<file path="src/design/tdps_pkg.sv">
`default_nettype none

package tdps_pkg;

   // Datapath width of the shared multiply/divide unit. Every product and
   // quotient of the search fits: the largest is (P+1)*T, below 2^45 for any
   // reload width and search radius in range.
   localparam int DW = 48;

   // Clock register width and its reset value.
   localparam int CLK_W = 30;
   localparam logic [CLK_W-1:0] CLK_RESET = CLK_W'(36000000);

   // Result status codes.
   typedef enum logic [1:0] {
      ST_OK    = 2'd0,
      ST_ZERO  = 2'd1,
      ST_ABOVE = 2'd2
   } status_type;

   // Operations of the shared arithmetic unit.
   typedef enum logic {
      OP_MUL = 1'b0,
      OP_DIV = 1'b1
   } op_type;

endpackage

`default_nettype wire

</file>
<file path="src/design/tdps_muldiv.sv">
`default_nettype none

module tdps_muldiv
   import tdps_pkg::*;
#(
   parameter int WIDTH = 48
) (
   input  wire logic             clock,
   input  wire logic             reset,
   input  wire logic             start,
   input  wire op_type           op,
   input  wire logic [WIDTH-1:0] opa,
   input  wire logic [WIDTH-1:0] opb,
   output logic                  done,
   output logic      [WIDTH-1:0] result
);

   localparam int CW = $clog2(WIDTH + 1);

   logic             busy_ff, busy_in;
   logic             done_ff, done_in;
   op_type           op_ff, op_in;
   logic [WIDTH-1:0] acc_ff, acc_in;
   logic [WIDTH-1:0] sh_ff, sh_in;
   logic [WIDTH-1:0] mb_ff, mb_in;
   logic [CW-1:0]    cnt_ff, cnt_in;
   logic [WIDTH:0]   trial;

   // One bit per cycle: shift-add multiply or restoring divide.
   always_comb begin
      busy_in = busy_ff;
      done_in = 1'b0;
      op_in   = op_ff;
      acc_in  = acc_ff;
      sh_in   = sh_ff;
      mb_in   = mb_ff;
      cnt_in  = cnt_ff;
      trial   = {acc_ff, sh_ff[WIDTH-1]};
      if (start) begin
         busy_in = 1'b1;
         op_in   = op;
         acc_in  = '0;
         sh_in   = opa;
         mb_in   = opb;
         cnt_in  = '0;
      end else if (busy_ff) begin
         unique case (op_ff)
            OP_MUL: begin
               if (mb_ff[0]) begin
                  acc_in = acc_ff + sh_ff;
               end
               sh_in = {sh_ff[WIDTH-2:0], 1'b0};
               mb_in = {1'b0, mb_ff[WIDTH-1:1]};
            end
            OP_DIV: begin
               if (trial >= {1'b0, mb_ff}) begin
                  acc_in = WIDTH'(trial - {1'b0, mb_ff});
                  sh_in  = {sh_ff[WIDTH-2:0], 1'b1};
               end else begin
                  acc_in = trial[WIDTH-1:0];
                  sh_in  = {sh_ff[WIDTH-2:0], 1'b0};
               end
            end
            default: begin
               acc_in = acc_ff;
            end
         endcase
         cnt_in = cnt_ff + CW'(1);
         if (cnt_ff == CW'(WIDTH - 1)) begin
            busy_in = 1'b0;
            done_in = 1'b1;
         end
      end
   end

   always_ff @(posedge clock) begin
      if (reset) begin
         busy_ff <= 1'b0;
         done_ff <= 1'b0;
      end else begin
         busy_ff <= busy_in;
         done_ff <= done_in;
      end
      op_ff  <= op_in;
      acc_ff <= acc_in;
      sh_ff  <= sh_in;
      mb_ff  <= mb_in;
      cnt_ff <= cnt_in;
   end

   assign done   = done_ff;
   assign result = (op_ff == OP_MUL) ? acc_ff : sh_ff;

endmodule

`default_nettype wire

</file>
<file path="src/design/timer_divider_pair_search_unit.sv">
`default_nettype none

// Timer prescaler and reload search. A beat on req_ carries a target
// frequency in unsigned Q24.8 Hz; the block answers with one rsp_ beat that
// holds the prescaler and reload pair whose truncated Q.8 frequency
// 256*clk/((P+1)(A+1)) is closest to the target, over at most 2*SEARCH_RADIUS+1
// prescalers around the first estimate. A zero target or a target above the
// clock is answered at once, with rsp_valid up in the cycle after the beat.
// Any other target runs through one shared multiply/divide unit that resolves
// one bit per cycle. The first estimate needs five operations and every
// candidate four. The block takes no new beat while a search runs. The user
// must write the clock register through csr_wr_en and csr_wr_data only while
// the block is idle; the block itself does not enforce this.
module timer_divider_pair_search_unit
   import tdps_pkg::*;
#(
   parameter int RELOAD_BITS   = 16,
   parameter int SEARCH_RADIUS = 20
) (
   input  wire logic             clock,
   input  wire logic             reset,
   input  wire logic             req_valid,
   output logic                  req_ready,
   input  wire logic [31:0]      req_target_freq,
   output logic                  rsp_valid,
   input  wire logic             rsp_ready,
   output logic      [23:0]      rsp_prescaler,
   output logic      [15:0]      rsp_reload,
   output logic      [37:0]      rsp_achieved_freq,
   output logic      [1:0]       rsp_status,
   input  wire logic             csr_wr_en,
   input  wire logic [CLK_W-1:0] csr_wr_data
);

   localparam logic [DW-1:0] SPAN   = DW'(1) << RELOAD_BITS;
   localparam logic [DW-1:0] AMAX   = SPAN - DW'(1);
   localparam logic [DW-1:0] RADIUS = DW'(SEARCH_RADIUS);

   typedef enum logic [3:0] {
      S_IDLE, S_QDIV, S_A0MUL, S_A0DIV, S_MUL1, S_DIV1, S_MUL2, S_DIV2, S_DONE
   } state_type;

   state_type        state_ff;
   logic [CLK_W-1:0] clk_ff;
   logic             start_ff;
   op_type           op_ff;
   logic [DW-1:0]    opa_ff, opb_ff;
   logic [DW-1:0]    t_ff, n_ff, p_ff, lo_ff, phi_ff, pc_ff;
   logic [DW-1:0]    pb_ff, ab_ff, eb_ff, achb_ff;
   logic             init_ff;
   logic             rsp_valid_ff;
   logic [23:0]      psc_ff;
   logic [15:0]      rld_ff;
   logic [37:0]      ach_ff;
   status_type       status_ff;

   logic             mu_done;
   logic [DW-1:0]    mu_result;
   logic [DW-1:0]    n_req, t_req;
   logic [DW-1:0]    p0, q_round, r_dec, a_clamp, err, p_next;
   logic             out_free;
   logic             rsp_load;

   tdps_muldiv #(.WIDTH(DW)) u_muldiv (
      .clock  (clock),
      .reset  (reset),
      .start  (start_ff),
      .op     (op_ff),
      .opa    (opa_ff),
      .opb    (opb_ff),
      .done   (mu_done),
      .result (mu_result)
   );

   // Helper values derived from the unit's result, the request and the state.
   always_comb begin
      n_req   = DW'({clk_ff, 8'h00});
      t_req   = DW'(req_target_freq);
      q_round = mu_result + SPAN - DW'(1);
      p0      = (q_round >> RELOAD_BITS) - DW'(1);
      r_dec   = (mu_result == '0) ? '0 : mu_result - DW'(1);
      a_clamp = (r_dec > AMAX) ? AMAX : r_dec;
      err     = (mu_result > t_ff) ? mu_result - t_ff : t_ff - mu_result;
      p_next  = p_ff + DW'(1);
      out_free = !rsp_valid_ff || rsp_ready;
   end

   assign req_ready = (state_ff == S_IDLE) && out_free;

   // A result beat is loaded on an early answer or at the end of a search.
   assign rsp_load = ((state_ff == S_IDLE) && req_valid && req_ready &&
                      ((t_req == '0) || (t_req > n_req))) ||
                     ((state_ff == S_DONE) && out_free);

   // Clock register.
   always_ff @(posedge clock) begin
      if (reset) begin
         clk_ff <= CLK_RESET;
      end else if (csr_wr_en) begin
         clk_ff <= csr_wr_data;
      end
   end

   // Sequencer: issues one operation at a time to the shared unit.
   always_ff @(posedge clock) begin
      if (reset) begin
         state_ff     <= S_IDLE;
         start_ff     <= 1'b0;
         rsp_valid_ff <= 1'b0;
      end else begin
         start_ff <= 1'b0;
         if (rsp_load) begin
            rsp_valid_ff <= 1'b1;
         end else if (rsp_valid_ff && rsp_ready) begin
            rsp_valid_ff <= 1'b0;
         end
         unique case (state_ff)
            S_IDLE: begin
               if (req_valid && req_ready) begin
                  t_ff <= t_req;
                  n_ff <= n_req;
                  if (t_req == '0) begin
                     psc_ff       <= '0;
                     rld_ff       <= '0;
                     ach_ff       <= '0;
                     status_ff    <= ST_ZERO;
                  end else if (t_req > n_req) begin
                     psc_ff       <= '0;
                     rld_ff       <= '0;
                     ach_ff       <= n_req[37:0];
                     status_ff    <= ST_ABOVE;
                  end else begin
                     op_ff    <= OP_DIV;
                     opa_ff   <= n_req + t_req - DW'(1);
                     opb_ff   <= t_req;
                     start_ff <= 1'b1;
                     state_ff <= S_QDIV;
                  end
               end
            end
            S_QDIV: begin
               if (mu_done) begin
                  p_ff     <= p0;
                  lo_ff    <= (p0 > RADIUS) ? p0 - RADIUS : '0;
                  phi_ff   <= p0 + RADIUS;
                  op_ff    <= OP_MUL;
                  opa_ff   <= p0 + DW'(1);
                  opb_ff   <= t_ff;
                  start_ff <= 1'b1;
                  state_ff <= S_A0MUL;
               end
            end
            S_A0MUL, S_MUL2: begin
               if (mu_done) begin
                  op_ff    <= OP_DIV;
                  opa_ff   <= n_ff;
                  opb_ff   <= mu_result;
                  start_ff <= 1'b1;
                  state_ff <= (state_ff == S_A0MUL) ? S_A0DIV : S_DIV2;
               end
            end
            S_A0DIV, S_DIV1: begin
               // Both give a reload candidate one above the value to use.
               if (mu_done) begin
                  pc_ff    <= a_clamp;
                  init_ff  <= (state_ff == S_A0DIV);
                  op_ff    <= OP_MUL;
                  opa_ff   <= p_ff + DW'(1);
                  opb_ff   <= a_clamp + DW'(1);
                  start_ff <= 1'b1;
                  state_ff <= S_MUL2;
               end
            end
            S_MUL1: begin
               if (mu_done) begin
                  op_ff    <= OP_DIV;
                  opa_ff   <= (n_ff << 1) + mu_result;
                  opb_ff   <= mu_result << 1;
                  start_ff <= 1'b1;
                  state_ff <= S_DIV1;
               end
            end
            S_DIV2: begin
               if (mu_done) begin
                  if (init_ff || (err < eb_ff)) begin
                     pb_ff   <= p_ff;
                     ab_ff   <= pc_ff;
                     eb_ff   <= err;
                     achb_ff <= mu_result;
                  end
                  if (init_ff) begin
                     p_ff     <= lo_ff;
                     op_ff    <= OP_MUL;
                     opa_ff   <= lo_ff + DW'(1);
                     opb_ff   <= t_ff;
                     start_ff <= 1'b1;
                     state_ff <= S_MUL1;
                  end else if (p_ff == phi_ff) begin
                     state_ff <= S_DONE;
                  end else begin
                     p_ff     <= p_next;
                     op_ff    <= OP_MUL;
                     opa_ff   <= p_next + DW'(1);
                     opb_ff   <= t_ff;
                     start_ff <= 1'b1;
                     state_ff <= S_MUL1;
                  end
               end
            end
            S_DONE: begin
               if (out_free) begin
                  psc_ff       <= pb_ff[23:0];
                  rld_ff       <= ab_ff[15:0];
                  ach_ff       <= achb_ff[37:0];
                  status_ff    <= ST_OK;
                  state_ff     <= S_IDLE;
               end
            end
            default: begin
               state_ff <= S_IDLE;
            end
         endcase
      end
   end

   assign rsp_valid         = rsp_valid_ff;
   assign rsp_prescaler     = psc_ff;
   assign rsp_reload        = rld_ff;
   assign rsp_achieved_freq = ach_ff;
   assign rsp_status        = status_ff;

endmodule

`default_nettype wire
</file>
<file path="config.mk">
export PLATFORM = sky130hd
export DESIGN_NAME = timer_divider_pair_search_unit
export DESIGN_NICKNAME = d
export VERILOG_FILES = /design/src/design/tdps_pkg.sv /design/src/design/tdps_muldiv.sv /design/src/design/timer_divider_pair_search_unit.sv
export SDC_FILE = /design/constraint.sdc
export NUM_CORES = 2
export LEC_CHECK = 0
export BUFFER_PORTS_ARGS = -buffer_cell sky130_fd_sc_hd__buf_2
export CELL_PAD_IN_SITES_DETAIL_PLACEMENT = 0
export CELL_PAD_IN_SITES_GLOBAL_PLACEMENT = 1
export CORE_ASPECT_RATIO = 1.25
export CORE_MARGIN = 1.5
export CORE_UTILIZATION = 45
export DETAILED_ROUTE_END_ITERATION = 16
export GPL_TIMING_DRIVEN = 0
export HOLD_SLACK_MARGIN = 0.15
export PLACE_DENSITY = 0.76
export SETUP_SLACK_MARGIN = 0.4
export SLEW_MARGIN = 20
export SYNTH_ARGS = -nofsm -noshare
export SYNTH_HDL_FRONTEND = slang
export SYNTH_HIERARCHICAL = 1
export SYNTH_SLANG_ARGS = --single-unit
</file>
<file path="constraint.sdc">
create_clock -name clock -period 12.45 [get_ports clock]
set_input_delay 0.6225 -clock clock [delete_from_list [all_inputs] [get_ports clock]]
set_output_delay 0.6225 -clock clock [all_outputs]
set_load 0.02 [all_outputs]
</file>
==> flow_summary.toml <==
[flow_run]
maxCapViolCount = 0

[worst_setup_path]
startpoint_type = "register"
slowest_stage = "a21oi_4"
r2r-end = "pb_ff[13]"
crit_type = "reg2reg"
critical_path_peak_fanout = 21
reg2reg_depth = 40
end_kind = "register"
cpPeakStageDelay_ps = 570
r2r_setup_slack_ps = 1030
crit_required_ps = 12870
r2r-start = "u_muldiv/op_ff"
cp.arrival_ps = 11840

[power_and_ir_drop]
pwr-share-seq = 0.227
switchingPower_mw = 8.52
switching_share = 0.516
leakage_nw = 22.3
ir_drop_mv = 0.121
p_int_mw = 7.98
power_density_nw_per_um2 = 285
fin_total_pwr_mw = 16.5
clock_power_share = 0.148
combinationalPowerShare = 0.624

[synthesis]
syn-num-nets = 6052
synthesis.area_sq_um = 51800
netlist_instances = 5639
async_flop_share = 0
synth_edf_count = 595
syn_area_per_cell_sq_um = 9.18
synth_ff_type = "edfxtp_1"
ys_seq_elements = 687
synth_cell_types = 120
yosys_warnings = 6
yosysSeqAreaShare = 0.381

[min_path]
hold-path-cell-count = 3
hold_end = "clk_ff[0]"
hold_path_class = "in2reg"
hp-start = "csr_wr_data[0]"

[clocking]
clk_path_buf_depth = 3
numCtsBuffers = 77
htreeDepth = 3
clk-insertion-delay-late_ps = 730
cts_tree = "built"
cts_sinks = 687
path_clk_slew_ps = 70
cts-root-buf = "clkbuf_16"

[sta]
max_slew_margin = 0.142
min_period_over_period = 0.917
fin_skew_ps = 28.2
setup_violations = 0
tightest_slew_ps = 1260
setup_ws_ps = 1030
tns_ps = 0
finalMaxSlewViolations = 0
max_freq_mhz = 87.6
rsz0062_at_grt = "false"
finalCriticalPeriod_ps = 11420
final-hold-violation-count = 0

[global_routing]
met2_usage = 0.615
grt_usage = 0.393
antenna_found_initial = 22
use_met1 = 0.495
grt_pass1_wl_microns = 330000
grt_pass1_vias = 45600
grt-busiest-layer = "met2"
grt_max_degree = 55
met3_usage = 0.0664
gr-total-overflow = 0

[layout]
n_fill_cell = 10900
syn_to_final_growth_pct = 11.8
drive_above_1_share = 0.104
seq_area_sq_um = 19700
multi_input_area_sq_um = 29500
finalInstanceArea_sq_um = 57900
final_nets = 6343

[drt]
drc = 0
drt_first_pass_iters = 10
antenna_left = 0
drt_wl_total_microns = 234000
vias = 47600
via_per_inst = 6.38
drtIter0Drc = 5200
wire_per_inst_microns = 31.4

[floorplan]
die_h_microns = 382
row_count = 138
start_util = 0.456
fp.dieW_microns = 306
dieArea_sq_um = 117000
ios = 149
core_area_sq_um = 114000

[placement]
pre_cts_slack_ps = 303
gp_congestion = 1.02
port_buffers = 147
place_area_sq_um = 55000
hpwl_microns = 189000

[run_status]
status = "finished clean"
synth_stat cells, types with 127 or more instances:
cell type    n  area share
xnor2_1    290       0.049
nor3_1     127       0.012
edfxtp_1   595        0.35
ha_1       340       0.082
clkbuf_1   228       0.017
nand2_1    531       0.039
a21oi_1    384       0.037
nor2_1     388       0.028
inv_1      372       0.027
o21ai_0    358       0.035
xor2_1     172       0.029
a21o_1     146       0.021
cell families (layout without fill, tap and decap cells):
group                    count (synthesis)  after routing  share of synthesized area
AO/OA/AOI/OAI                         1531           1531                      0.195
XOR/XNOR                               466            466                     0.0794
adder cells (fa/ha/maj)                346            346                     0.0845
multiplexers                           190            190                     0.0395
flip-flops                             687            687                      0.381
buffers and inverters                  676           1030                     0.0517
other                                    0              6                          0
AND/OR/NAND/NOR                       1743           1743                      0.169
per-layer routing:
metal  up-vias  share of wire
li1      21400              -
met1     23100           0.39
met2      2489           0.44
met3       628          0.083
met4        14          0.081
met5         -        0.00034
repair_timing:
item / in CTS / in global routing
hold endpoints to repair: 18 / 0
gates resized for setup: 1 / 5
hold buffers: 18 / 0
buffers inserted: 0 / 0
setup endpoints to repair: 21 / 80
worst max path at each step:
stage | from | end | cells past startpoint
2_1_floorplan | req_target_freq[9] | rsp_achieved_freq[0] | 14
3_3_place_gp | req_target_freq[23] | rsp_achieved_freq[9] | 15
6_report | u_muldiv/op_ff | pb_ff[13] | 40
4_1_cts | u_muldiv/op_ff | pb_ff[13] | 40
5_1_grt | u_muldiv/op_ff | pb_ff[18] | 40
3_5_place_dp | u_muldiv/op_ff | pb_ff[18] | 40
layout by cell type, fill, tap and decap left out, types with 115 or more instances in the layout:
cell type / synthesis / final
xnor2_1: 290 / 287
nor2_1: 388 / 385
buf_2: 28 / 184
ha_1: 340 / 340
mux2_2: 115 / 115
nand2_1: 531 / 531
a21oi_1: 384 / 383
a21o_1: 146 / 145
inv_1: 372 / 371
xor2_1: 172 / 171
nor3_1: 127 / 123
edfxtp_1: 595 / 595
o21ai_0: 358 / 354
clkbuf_1: 228 / 230
registers in the layout, summed over array words and instances (netlist names), 16 cells and up:
signal	flops
t_ff	32
rsp_achieved_freq	38
pc_ff	16
ab_ff	16
rsp_reload	16
u_muldiv/mb_ff	48
clk_ff	30
opa_ff	48
rsp_prescaler	24
eb_ff	48
n_ff	30
pb_ff	24
u_muldiv/acc_ff	48
phi_ff	34
achb_ff	38
lo_ff	34
u_muldiv/sh_ff	48
opb_ff	48
p_ff	48
power by group through the flow:
stage / clock network, mW / logic (mW) / registers [mW]
2_1_floorplan: 0 / 6.33 / 3.72
3_3_place_gp: 0 / 9.81 / 3.85
3_5_place_dp: 0 / 9.88 / 3.78
4_1_cts: 2.47 / 9.96 / 3.74
5_1_grt: 2.54 / 10.9 / 3.79
6_report: 2.45 / 10.3 / 3.75
stage by stage:
stage,util,hold WS (ps),instances
floorplan,-,400,5639
global placement,0.478,404,7256
detailed placement,0.484,406,7302
CTS,0.509,150,7462
global route,0.509,177,7463
finish,0.510,167,7469
critical path: cells and delay by family (launching register included):
family          cells  cell delay (ps)
flops               1              340
mux                 1              400
compound gates     18             4360
simple gates        3              380
fa+ha+maj           3              700
buf+inv            15             4790
final cells by class:
| type | count | share of cell area |
|---|---|---|
| clock buffers | 89 | 0.0346 |
| diodes | 6 | 0.000259 |
| repair buffers | 212 | 0.0256 |
| multi-input cells | 4276 | 0.510 |
| flip-flops and latches | 687 | 0.340 |
| well taps | 1470 | 0.0318 |
| clock inverters | 53 | 0.0110 |
| inverters | 375 | 0.0243 |
| plain buffers | 301 | 0.0221 |
Power figures use the tool's default switching activity.
